## src/rtl/udpdmx_pkg.sv

```systemverilog
// Package with shared types, constants and control structs for the UDP port demultiplexer.
`default_nettype none
package udpdmx_pkg;
    localparam int PORT_SLOTS = 64;
    localparam int QUEUE_DEPTH = 16;
    localparam int SLOT_W = $clog2(PORT_SLOTS);
    localparam int CNT_W = $clog2(PORT_SLOTS + 1);
    localparam int QIDX_W = (QUEUE_DEPTH > 1) ? $clog2(QUEUE_DEPTH) : 1;
    localparam int FILL_W = $clog2(QUEUE_DEPTH + 1);
    localparam int DESC_W = 61;
    localparam int STORE_DEPTH = PORT_SLOTS * QUEUE_DEPTH;
    localparam int ADDR_W = $clog2(STORE_DEPTH);

    localparam logic [1:0] OP_BIND = 2'd0;
    localparam logic [1:0] OP_DELIVER = 2'd1;
    localparam logic [1:0] OP_RECEIVE = 2'd2;
    localparam logic [1:0] OP_RESERVED = 2'd3;

    localparam logic [2:0] ST_OK = 3'd0;
    localparam logic [2:0] ST_ALREADY = 3'd1;
    localparam logic [2:0] ST_FULL_TABLE = 3'd2;
    localparam logic [2:0] ST_NOT_BOUND = 3'd3;
    localparam logic [2:0] ST_MALFORMED = 3'd4;
    localparam logic [2:0] ST_QUEUE_FULL = 3'd5;
    localparam logic [2:0] ST_EMPTY = 3'd6;

    localparam logic [15:0] ETYPE_IPV4 = 16'h0800;

    typedef enum logic [2:0] {
        S_IDLE,
        S_SCAN,
        S_SCAN_WAIT,
        S_DECIDE,
        S_READ_WAIT,
        S_DONE
    } state_t;

    typedef struct packed {
        logic load;
        logic scan_start;
        logic scan_step;
        logic do_bind;
        logic do_enqueue;
        logic do_dequeue;
        logic finish;
        logic [2:0] status;
    } ctrl_t;

    typedef struct packed {
        logic [1:0] op;
        logic hdr_ok;
        logic scan_done;
        logic found;
        logic table_full;
        logic queue_full;
        logic queue_empty;
    } stat_t;
endpackage
`default_nettype wire

```

## src/rtl/udpdmx_ctrl.sv

```systemverilog
// Controller state machine sequencing the port scan, queue update and result.
`default_nettype none
module udpdmx_ctrl (
    input wire logic clk,
    input wire logic rst_n,
    input wire logic in_valid,
    output logic in_ready,
    output logic out_valid,
    input wire logic out_ready,
    input wire udpdmx_pkg::stat_t stat,
    output udpdmx_pkg::ctrl_t ctrl
);
    import udpdmx_pkg::*;

    state_t state_reg, state_next;

    always_ff @(posedge clk or negedge rst_n)
    begin
        if (!rst_n)
        begin
            state_reg <= S_IDLE;
        end
        else
        begin
            state_reg <= state_next;
        end
    end

    always_comb
    begin
        state_next = state_reg;
        ctrl = '0;
        in_ready = 1'b0;
        out_valid = 1'b0;
        case (state_reg)
            S_IDLE:
            begin
                in_ready = 1'b1;
                if (in_valid)
                begin
                    ctrl.load = 1'b1;
                    state_next = S_SCAN;
                end
            end
            S_SCAN:
            begin
                ctrl.scan_start = 1'b1;
                state_next = S_SCAN_WAIT;
            end
            S_SCAN_WAIT:
            begin
                if (stat.scan_done)
                begin
                    state_next = S_DECIDE;
                end
                else
                begin
                    ctrl.scan_step = 1'b1;
                end
            end
            S_DECIDE:
            begin
                state_next = S_DONE;
                ctrl.finish = 1'b1;
                case (stat.op)
                    OP_BIND:
                    begin
                        if (stat.found)
                        begin
                            ctrl.status = ST_ALREADY;
                        end
                        else if (stat.table_full)
                        begin
                            ctrl.status = ST_FULL_TABLE;
                        end
                        else
                        begin
                            ctrl.status = ST_OK;
                            ctrl.do_bind = 1'b1;
                        end
                    end
                    OP_DELIVER:
                    begin
                        if (!stat.hdr_ok)
                        begin
                            ctrl.status = ST_MALFORMED;
                        end
                        else if (!stat.found)
                        begin
                            ctrl.status = ST_NOT_BOUND;
                        end
                        else if (stat.queue_full)
                        begin
                            ctrl.status = ST_QUEUE_FULL;
                        end
                        else
                        begin
                            ctrl.status = ST_OK;
                            ctrl.do_enqueue = 1'b1;
                        end
                    end
                    OP_RECEIVE:
                    begin
                        if (!stat.found)
                        begin
                            ctrl.status = ST_NOT_BOUND;
                        end
                        else if (stat.queue_empty)
                        begin
                            ctrl.status = ST_EMPTY;
                        end
                        else
                        begin
                            ctrl.status = ST_OK;
                            ctrl.do_dequeue = 1'b1;
                            ctrl.finish = 1'b0;
                            state_next = S_READ_WAIT;
                        end
                    end
                    default:
                    begin
                        ctrl.status = ST_MALFORMED;
                    end
                endcase
            end
            S_READ_WAIT:
            begin
                ctrl.finish = 1'b1;
                ctrl.status = ST_OK;
                state_next = S_DONE;
            end
            S_DONE:
            begin
                out_valid = 1'b1;
                if (out_ready)
                begin
                    state_next = S_IDLE;
                end
            end
            default:
            begin
                state_next = S_IDLE;
            end
        endcase
    end

    a_ready_only_idle: assert property (@(posedge clk) disable iff (!rst_n)
        in_ready |-> !out_valid)
        else $error("input taken while a result is pending");
    a_one_action: assert property (@(posedge clk) disable iff (!rst_n)
        $onehot0({ctrl.do_bind, ctrl.do_enqueue, ctrl.do_dequeue}))
        else $error("more than one table action at once");
    a_done_follows: assert property (@(posedge clk) disable iff (!rst_n)
        ctrl.finish |=> out_valid)
        else $error("result not presented after finish");
endmodule
`default_nettype wire

```

## config.mk

```make
export PLATFORM = sky130hd
export DESIGN_NAME = udpdmx_ctrl
export DESIGN_NICKNAME = d
export VERILOG_FILES = /design/src/rtl/udpdmx_pkg.sv /design/src/rtl/udpdmx_ctrl.sv
export SDC_FILE = /design/constraint.sdc
export NUM_CORES = 1
export LEC_CHECK = 0
export BUFFER_PORTS_ARGS = -buffer_cell sky130_fd_sc_hd__buf_2
export CORE_AREA = 8 8 45 47
export CTS_BUF_LIST = sky130_fd_sc_hd__clkbuf_4
export CTS_CLUSTER_SIZE = 40
export DETAILED_ROUTE_END_ITERATION = 8
export DIE_AREA = 0 0 53 55
export SYNTH_ARGS = -nofsm -noshare
export SYNTH_HDL_FRONTEND = slang
export SYNTH_SLANG_ARGS = --single-unit
```

## constraint.sdc

```tcl
create_clock -name clk -period 1.45 [get_ports clk]
set_input_delay 0.0725 -clock clk [delete_from_list [all_inputs] [get_ports clk]]
set_output_delay 0.0725 -clock clk [all_outputs]
set_load 0.05 [all_outputs]
```

# Yosys cells after proc, flatten, opt, wreduce, memory -nomap -nowiden
# Index checks and enable logic that the tools add are counted.
# Widths: inputs -> output; s select.
dict set report totals {
  ff_bits 3
  inputBits 12
  out_inout_bits 12
  wordCells 48
}
dict set report op_classes {
  n_eq_ne 10
  n_mux 34
  reduce_logical 3
}
# op count
set op_table {}
lappend op_table {{$mux 3} 9}
lappend op_table {{$pmux 3 s6} 1}
lappend op_table {{$mux 1} 17}
lappend op_table {{$mux 2} 5}
lappend op_table {{$pmux 3 s3} 1}
lappend op_table {{$pmux 4 s2} 1}
lappend op_table {{$eq 3x2->1 const B} 2}
lappend op_table {{$eq 3x3->1 const B} 2}
lappend op_table {{$ne 2x2->1 const B} 3}
lappend op_table {{$eq 3x1->1 const B} 1}
lappend op_table {{$logic_not 3->1} 1}
lappend op_table {{$reduce_and 3->1} 1}
lappend op_table {{$eq 2x1->1 const B} 1}
lappend op_table {{$eq 2x2->1 const B} 1}
lappend op_table {{$logic_not 2->1} 1}

# Longest topological paths before layout
# Gate-level depths: netlist (run 1).
dict set report depth {
  word_depth 5
  ltp_mapped 5
  mapped_depth_nobuf 3
}

# Worst setup path after synthesis (run 1)
# No wires, ideal clock.
dict set report synth_path {
  kind {register to output}
  startpoint {register state_reg[1]}
  endpoint {output port ctrl[9] in the netlist's numbering}
  t_arrival_ps 2103
  t_required_ps 1378
  slack_ps -725
  path_stages_with_launch 2
  n_path_buf 0
  cell_sequence {dfrtp_1 -> nor4b_1}
}
# element line_no
set synth_rtl {}
lappend synth_rtl {{from (decl)} udpdmx_ctrl.sv:15} ;# state_t state_reg, state_next;
lappend synth_rtl {{from (signal assigned)} udpdmx_ctrl.sv:25} ;# state_reg <= state_next;
lappend synth_rtl {{to (decl)} udpdmx_ctrl.sv:11} ;# output udpdmx_pkg::ctrl_t ctrl

==> impl_metrics.py, run 1 <==
metrics = {
    "timing": {
        "worstMarginPinSlew_ns": 0.2533,
        "fmaxAchievable_mhz": 628.5,
        "fin_ws_ns": -0.1412,
        "maxSlewViolCount": 0,
        "rsz0062_at_grt": "yes",
        "skew_ns": 0.002679,
        "finalCritPeriodShare_pct": 109.7,
        "fin_crit_ns": 1.591,
        "hold_viol": 0,
        "setup_viol": 7,
        "max_slew_margin_pct": 83.23,
    },
    "detailed_routing": {
        "drcViolationCount": 0,
        "antenna_left": 0,
        "drt_pass1_iterations": 2,
        "routed_wl_mm": 1.302,
        "vias": 476,
        "vias_per_cell": 4.857,
        "routedWlPerCell_um": 13.29,
        "drt_iter0_drc": 1,
    },
    "logic_synthesis": {
        "synth_edf_count": 0,
        "ys_async_sr_fraction_pct": 100.0,
        "postSynthCellCount": 45,
        "yosys-top-cells-area": "dfrtp_1 19%, nor4b_4 12%, buf_6 8.4%",
        "synth_top_area_cell": "dfrtp_1",
        "synth_area_per_cell_um2": 8.897,
        "ys_seq_area_share_pct": 18.75,
        "yosysWarnings": 0,
        "netlist_area_um2": 400.4,
        "ys_types": 29,
        "synth-seq-cells": 3,
        "synth_nets": 57,
        "synth_flop_cell": "dfrtp_1",
        "yosysMostFrequentCell": "nor2_1",
        "synth_top_area_share_pct": 18.75,
    },
    "clocking": {
        "clk_path_buf_depth": 2,
        "insertion_delay_ns": 0.23,
        "cts_tree": "done",
        "htree_levels": 1,
        "clock-sinks": 3,
        "numCtsBuffers": 3,
        "cts-root-buf": "clkbuf_4",
        "path_clk_slew_ns": 0.04,
    },
    "grt": {
        "grt_use_total_pct": 9.617,
        "antenna_found_initial": 0,
        "grt_max_degree": 10,
        "grt_pass1_wl_mm": 2.132,
        "grt_pass1_vias": 532,
        "gr-total-overflow": 0,
    },
    "placement": {
        "dpl_cell_area_um2": 608.1,
        "placed_cells": 89,
        "port_buffers": 23,
        "dp_hpwl_um": 984.6,
        "gp_congestion": 0.7450,
    },
    "setup_path": {
        "critical_path_class": "reg -> out",
        "crit_cells": 5,
        "crit_required_ns": 1.38,
        "crit_arrival_ns": 1.52,
        "crit_path_end_kind": "primary output",
        "path_delay_family": "simple AND/OR/NAND/NOR gates",
        "critical_path_buf_inv_count": 2,
        "startpoint_type": "flip-flop",
        "crit_start": "state_reg[2]",
        "crit_path_top_delay_cell": "dfrtp_1",
        "worstReg2RegStart": "state_reg[2]",
        "rr_endpoint": "state_reg[2]",
        "worstPathMaxFanout": 4,
        "crit_chain": "nand2b_4 -> or2_4 -> buf_6 -> nor4b_4 -> buf_6",
        "rrSetupSlack_ns": 0.32,
        "cp_common_cell": "buf_6",
        "reg2regPathDepth": 4,
        "endpoint": "ctrl[6]",
        "cpPeakStageDelay_ns": 0.37,
    },
    "status": {
        "status": "complete, but fails checks",
        "violations": "negative setup slack",
    },
    "floorplanning": {
        "start_util_pct": 28.93,
        "die_area_mm2": 0.002915,
        "rows": 14,
        "ios": 24,
        "die_h_um": 55,
        "fp.coreArea_mm2": 0.001384,
        "die-width_um": 53,
    },
    "final_layout": {
        "final_area_um2": 792.0,
        "largest_register_ffs": 3,
        "antennaDiodeCount": 0,
        "drive_gt1_share_pct": 68.29,
        "final_nets": 95,
        "syn_to_final_growth_pct": 97.81,
        "layoutNonFillerInstCount": 98,
        "fillCellCount": 131,
    },
    "pwr": {
        "p_leak_nw": 0.3689,
        "totalPowerFinal_mw": 1.443,
        "pwr_density_cell_mw_per_mm2": 1822,
        "peakVddDrop_v": 0.0008838,
    },
    "flow_run": {
        "max-cap-violations": 0,
    },
    "hold_path": {
        "hp-class": "in -> async",
    },
}
-- power breakdown --
group	switching [mW]	internal, mW	total [mW]
logic	0.633	0.493	1.13
clock network	0.0419	0.122	0.164
registers	0.0296	0.123	0.153
total	0.705	0.738	1.44
-- worst min path at each step --
stage / endpoint / cells after the start
6_report: state_reg[2] / 2
3_3_place_gp: state_reg[0] / 1
2_1_floorplan: state_reg[0] / 0
3_5_place_dp: state_reg[0] / 1
5_1_grt: state_reg[2] / 2
4_1_cts: state_reg[2] / 2
-- kinds of logic (layout without fill, tap and decap cells) --
kind of cell / count (synthesis) / count (layout) / share of synthesized area (%)
AO/OA/AOI/OAI: 13 / 13 / 24.69
AND/OR/NAND/NOR: 22 / 22 / 42.82
XOR/XNOR: 1 / 1 / 2.188
buffers and inverters: 6 / 43 / 11.56
flip-flops: 3 / 3 / 18.75
-- timing repair --
| item | 4_1_cts | 5_1_grt |
|---|---|---|
| resized for setup | 21 | 13 |
| buffers inserted | 3 | 2 |
| endpoints found under the hold margin | 3 | 0 |
| endpoints found under the setup margin | 8 | 10 |
| hold buffers | 1 | 0 |
| pin swaps | 0 | 1 |
-- through the flow --
step	util [%]	hold WS [ns]	TNS, ns	worst slack [ns]
finish	57.23	0.1666	-0.6313	-0.1412
global route	57.23	0.1805	-1.030	-0.2165
CTS	52.98	0.1659	-0.5501	-0.1455
detailed placement	43.94	-0.1255	-0.0003255	-0.0003255
global placement	43.94	-0.1286	0	0.01810
floorplan	-	-0.2231	-0.8321	-0.1926
-- per-layer routing --
metal | global-route usage (%) | up-vias | routed length, um
met4 | 5.172 | 0 | 0
met3 | 3.476 | 0 | 115
met5 | 0 | - | 0
li1 | - | 239 | -
met1 | 10.18 | 219 | 556
met2 | 16.41 | 18 | 631
-- cell usage in the layout (no fill, tap or decap), types with 2 or more instances in the layout --
| cell | n |
|---|---|
| inv_1 | 2 |
| buf_2 | 12 |
| o21ai_0 | 2 |
| clkbuf_4 | 4 |
| nor2_1 | 3 |
| buf_6 | 12 |
| nand2_1 | 3 |
| nor4b_4 | 3 |
| nor3_2 | 2 |
| buf_4 | 11 |
| dfrtp_1 | 3 |
-- final cells by class --
| class | instances | area, um2 | share of cell area (%) |
|---|---|---|---|
| Multi-Input combinational cell | 36 | 356.6 | 45.02 |
| Tap cell | 16 | 20.02 | 2.528 |
| Timing Repair Buffer | 37 | 302.8 | 38.23 |
| Inverter | 2 | 7.507 | 0.9479 |
| Sequential cell | 3 | 75.07 | 9.479 |
| Clock buffer | 4 | 30.03 | 3.791 |
(Power assumes the default switching activity.)
==> inputs of run 2 (changes only) <==
==> constraint.sdc (replaced) <==
create_clock -name clk -period 1.7 [get_ports clk]
set_input_delay 0.085 -clock clk [delete_from_list [all_inputs] [get_ports clk]]
set_output_delay 0.085 -clock clk [all_outputs]
set_load 0.01 [all_outputs]
==> run 2 against run 1 <==
Against the previous run:
- the run now ends clean
- clock skew grew 0.0047 ns
- global-route usage shrank 0.92 points
- highest routed layer unchanged
- final area shrank 29%
- critical endpoint unchanged
- register-to-register slack gained 0.26 ns
- sequential share of layout area grew 4.1 points
- die area is the same
- hold slack gained 0.0054 ns
- cell count shrank 11%
- largest power group unchanged
- sequential power is essentially flat
==> impl_metrics.py, run 2 (synthesis gave the netlist of run 1 again) <==
metrics = {
    "status": {
        "status": "complete, no violations",
    },
    "final_layout": {
        "final_nets": 84,
        "antennaDiodeCount": 0,
        "syn_to_final_growth_pct": 40.00,
        "final_common_cell": "buf_2",
        "layoutNonFillerInstCount": 87,
        "drive_gt1_share_pct": 54.93,
        "final_cell_mix": "23 x buf_2, 4 x nor2_1, 4 x clkbuf_4",
        "layout.core_utilization_pct": 40.51,
        "largest_register_ffs": 3,
    },
    "timing": {
        "fin_crit_ns": 1.616,
        "skew_ns": 0.007359,
        "worstMarginPinSlew_ns": 0.2752,
        "setup_viol": 0,
        "holdWs_ns": 0.1720,
        "fin_tns_setup_ns": 0,
        "hold_viol": 0,
        "maxSlewViolCount": 0,
        "fmaxAchievable_mhz": 619.0,
        "max_slew_margin_pct": 81.65,
        "finalCritPeriodShare_pct": 95.03,
        "rsz0062_at_grt": "no",
    },
    "detailed_routing": {
        "routed_wl_mm": 1.210,
        "antenna_left": 0,
        "vias": 432,
        "routedWlPerCell_um": 13.91,
        "drcViolationCount": 0,
        "drt_iter0_drc": 2,
        "drt_pass1_iterations": 2,
        "vias_per_cell": 4.966,
    },
    "clocking": {
        "clk_path_buf_depth": 2,
        "cts_tree": "done",
        "cts-root-buf": "clkbuf_4",
        "insertion_delay_ns": 0.24,
        "htree_levels": 1,
        "path_clk_slew_ns": 0.04,
        "clock-sinks": 3,
        "numCtsBuffers": 3,
    },
    "hold_path": {
        "hp-class": "in -> async",
    },
    "pwr": {
        "totalPowerFinal_uw": 707.9,
        "pwr_density_cell_mw_per_mm2": 1263,
        "p_leak_nw": 0.2855,
        "peakVddDrop_v": 0.0006223,
    },
    "grt": {
        "antenna_found_initial": 0,
        "grt_use_total_pct": 8.698,
        "grt_pass1_vias": 473,
        "grt_max_degree": 11,
        "grt_pass1_wl_mm": 1.945,
        "gr-total-overflow": 0,
    },
    "placement": {
        "gp_congestion": 0.8071,
        "placed_cells": 81,
        "port_buffers": 23,
        "dp_hpwl_um": 942.4,
    },
    "setup_path": {
        "crit_required_ns": 1.62,
        "crit_path_end_kind": "primary output",
        "rrSetupSlack_ns": 0.58,
        "worstReg2RegStart": "state_reg[2]",
        "rr_endpoint": "state_reg[2]",
        "crit_arrival_ns": 1.53,
        "worstPathMaxFanout": 8,
        "reg2regPathDepth": 3,
        "startpoint_type": "flip-flop",
        "critical_path_class": "reg -> out",
    },
    "floorplanning": {
        "die_area_mm2": 0.002915,
        "die_h_um": 55,
        "rows": 14,
        "fp.coreArea_mm2": 0.001384,
        "ios": 24,
        "die-width_um": 53,
        "start_util_pct": 28.93,
    },
    "flow_run": {
        "max-cap-violations": 0,
    },
}
==> run 2: cell types whose count changed in the layout (fill, tap and decap cells not counted), sizes merged <==
cell  before  now
buf       36   25
==> run 2: worst max-delay path, stage by stage (launching register included) <==
cell	delay (ns)
dfrtp_2	0.42
nand2b_4	0.15
or2_4	0.31
nor4b_4	0.24
buf_2	0.16
==> run 2: what timing repair did <==
| item | CTS | global route |
|---|---|---|
| pin swaps | 0 | 1 |
| endpoints found under the hold margin | 3 | 0 |
| resized for setup | 1 | 2 |
| hold buffers | 1 | 0 |
| buffers inserted | 0 | 1 |
| setup endpoints to repair | 4 | 2 |
==> run 2: power by group <==
| part | switching (mW) | internal, mW |
|---|---|---|
| clock | 0.0402 | 0.104 |
| sequential | 0.0434 | 0.107 |
| combinational | 0.221 | 0.192 |
==> run 2: per-stage QoR <==
stage,instance area [um2],worst slack (ns)
after CTS,546.8,0.03889
after floorplan,400.4,0.3773
after global placement,504.2,0.2153
after detailed placement,504.2,0.1819
final,560.5,0.08443
after global routing,560.5,0.03617
==> run 2: worst max-delay path by stage <==
stage	start	depth (start not counted)	end
after floorplan	state_reg[2]	4	ctrl[6]
after global placement	state_reg[2]	4	ctrl[6]
after detailed placement	state_reg[2]	4	ctrl[6]
after CTS	state_reg[2]	4	ctrl[6]
after global routing	state_reg[2]	4	ctrl[6]
final	state_reg[2]	4	ctrl[6]
==> run 2: final cells by class <==
cell class / instances / area [um2]
fillers: 145 / 823.3
multi-input cells: 36 / 286.5
repair buffers: 26 / 140.1
flip-flops and latches: 3 / 76.32
clock buffers: 4 / 30.03
well taps: 16 / 20.02
inverters: 2 / 7.507
==> run 2: metal layers <==
metal	global-route usage (%)	up-vias	share of wire, %
li1	-	216	-
met1	9.756	195	47
met2	13.87	21	41
met3	2.406	0	12
met4	6.466	0	0
met5	0	-	0
==> inputs of run 3 (changes only) <==
- GPL_TIMING_DRIVEN: not set -> 0
==> run 3 against run 2 <==
Against the previous run:
- first-iteration DRC count increased to 2.5 times the previous value
- cell count increased by 3.4%
- setup slack improved by 0.0054 ns
- final area increased by 6.2%
- largest power group unchanged
- highest routed layer unchanged
==> impl_metrics.py, run 3 (synthesis gave the netlist of run 1 again) <==
metrics = {
    "status": {
        "status": "complete, no violations",
    },
    "timing": {
        "maxSlewViolCount": 0,
        "fin_ws_ns": 0.08987,
        "rsz0062_at_grt": "no",
        "skew_ns": 0.001808,
        "fmaxAchievable_mhz": 621.1,
        "fin_tns_setup_ns": 0,
        "max_slew_margin_pct": 84.38,
        "finalCritPeriodShare_pct": 94.71,
        "fin_crit_ns": 1.610,
        "hold_viol": 0,
        "setup_viol": 0,
        "worstMarginPinSlew_ns": 0.2323,
    },
    "detailed_routing": {
        "routedWlPerCell_um": 12.59,
        "routed_wl_mm": 1.133,
        "vias": 453,
        "drcViolationCount": 0,
        "vias_per_cell": 5.033,
        "antenna_left": 0,
        "drt_iter0_drc": 5,
        "drt_pass1_iterations": 4,
    },
    "placement": {
        "dp_hpwl_um": 896.7,
        "gp_congestion": 0.7764,
        "pre_cts_slack_ns": 0.2036,
        "port_buffers": 21,
    },
    "setup_path": {
        "reg2regPathDepth": 4,
        "crit_arrival_ns": 1.53,
        "crit_required_ns": 1.62,
        "crit_path_end_kind": "primary output",
        "startpoint_type": "flip-flop",
        "rrSetupSlack_ns": 0.57,
        "cpPeakStageDelay_ns": 0.40,
        "critical_path_class": "reg -> out",
        "worstPathMaxFanout": 8,
        "crit_chain": "nand2b_4 -> or2_1 -> buf_6 -> nor4b_4 -> buf_2",
        "worstReg2RegStart": "state_reg[0]",
        "rr_endpoint": "state_reg[0]",
        "crit_path_top_delay_cell": "dfrtp_2",
    },
    "grt": {
        "gr-total-overflow": 0,
        "grt_pass1_vias": 432,
        "grt_use_total_pct": 8.037,
        "antenna_found_initial": 0,
        "grt_pass1_wl_mm": 1.821,
        "grt_max_degree": 11,
    },
    "hold_path": {
        "hp-class": "in -> async",
    },
    "final_layout": {
        "drive_gt1_share_pct": 56.76,
        "final_common_cell": "buf_2",
        "multiInputGateArea_um2": 284.0,
        "seq_area_um2": 77.57,
        "syn_to_final_growth_pct": 48.75,
        "largest_register_ffs": 3,
        "fillCellCount": 135,
        "final_cell_mix": "22 x buf_2, 4 x nor2_1, 4 x clkbuf_4",
        "antennaDiodeCount": 0,
        "layout.core_utilization_pct": 43.04,
        "final_nets": 87,
    },
    "floorplanning": {
        "die_h_um": 55,
        "die_area_mm2": 0.002915,
        "die-width_um": 53,
        "fp.coreArea_mm2": 0.001384,
        "rows": 14,
        "ios": 24,
        "start_util_pct": 28.93,
    },
    "pwr": {
        "peakVddDrop_v": 0.0006220,
        "pwr_density_cell_mw_per_mm2": 1264,
        "totalPowerFinal_uw": 753.1,
        "p_leak_nw": 0.3019,
    },
    "clocking": {
        "htree_levels": 1,
        "insertion_delay_ns": 0.23,
        "cts_tree": "done",
        "numCtsBuffers": 3,
        "clk_path_buf_depth": 2,
        "clock-sinks": 3,
        "path_clk_slew_ns": 0.04,
        "cts-root-buf": "clkbuf_4",
    },
    "flow_run": {
        "max-cap-violations": 0,
    },
}
==> run 3: cell types whose count changed in the layout (fill, tap and decap cells not counted) <==
cell	change
buf_6	+3
buf_2	-1
buf_4	+1
dfrtp_1	-1
dfrtp_2	+1
or2_1	+1
or2_4	-1
==> run 3: cell type report <==
class	instances	share of cell area (%)
Multi-Input combinational cell	36	47.69
Tap cell	16	3.361
Inverter	2	1.261
Sequential cell	3	13.03
Timing Repair Buffer	25	23.11
Buffer	4	6.513
Clock buffer	4	5.042
==> run 3: worst max-delay path, delay by kind of cell (launching register included) <==
kind,cells,cell delay [ns]
DFF,1,0.40
and+or+nand+nor,3,0.58
buffers and inverters,2,0.31
==> run 3: how the worst max path moves through the flow <==
stage,startpoint,endpoint,slack [ns],cells past startpoint
after global placement,state_reg[2],ctrl[6],0.22,5
after CTS,state_reg[2],ctrl[6],0.03,5
after floorplan,state_reg[2],ctrl[6],0.38,4
final,state_reg[2],ctrl[6],0.09,5
after global routing,state_reg[0],ctrl[6],0.004,6
after detailed placement,state_reg[2],ctrl[6],0.20,5
==> run 3: report_power, final <==
part / internal, mW / switching [mW]
Sequential: 0.109 / 0.0407
Clock: 0.104 / 0.0348
Combinational: 0.236 / 0.228
==> run 3: through the flow <==
step                      cell area (um2)  cells  hold WS, ns
after floorplan                     400.4     45      -0.2106
after global placement              525.5     82      -0.1192
after detailed placement            525.5     82      -0.1148
after CTS                           574.3     88       0.1761
after global routing                595.6     90       0.1944
final                               595.6     90       0.1811
==> run 3: routing by layer <==
metal | track usage [%] | wire [um] | vias up
met2 | 13.48 | 473 | 21
li1 | - | - | 229
met5 | 0 | 0 | -
met4 | 2.586 | 0 | 0
met3 | 3.476 | 150 | 0
met1 | 8.980 | 509 | 203
==> run 3: repair_timing <==
item,4_1_cts,5_1_grt
pin swaps,0,0
resized for setup,1,2
cloned,0,0
hold endpoints to repair,3,0
hold buffers,1,0
buffers inserted,1,2
setup endpoints to repair,2,2
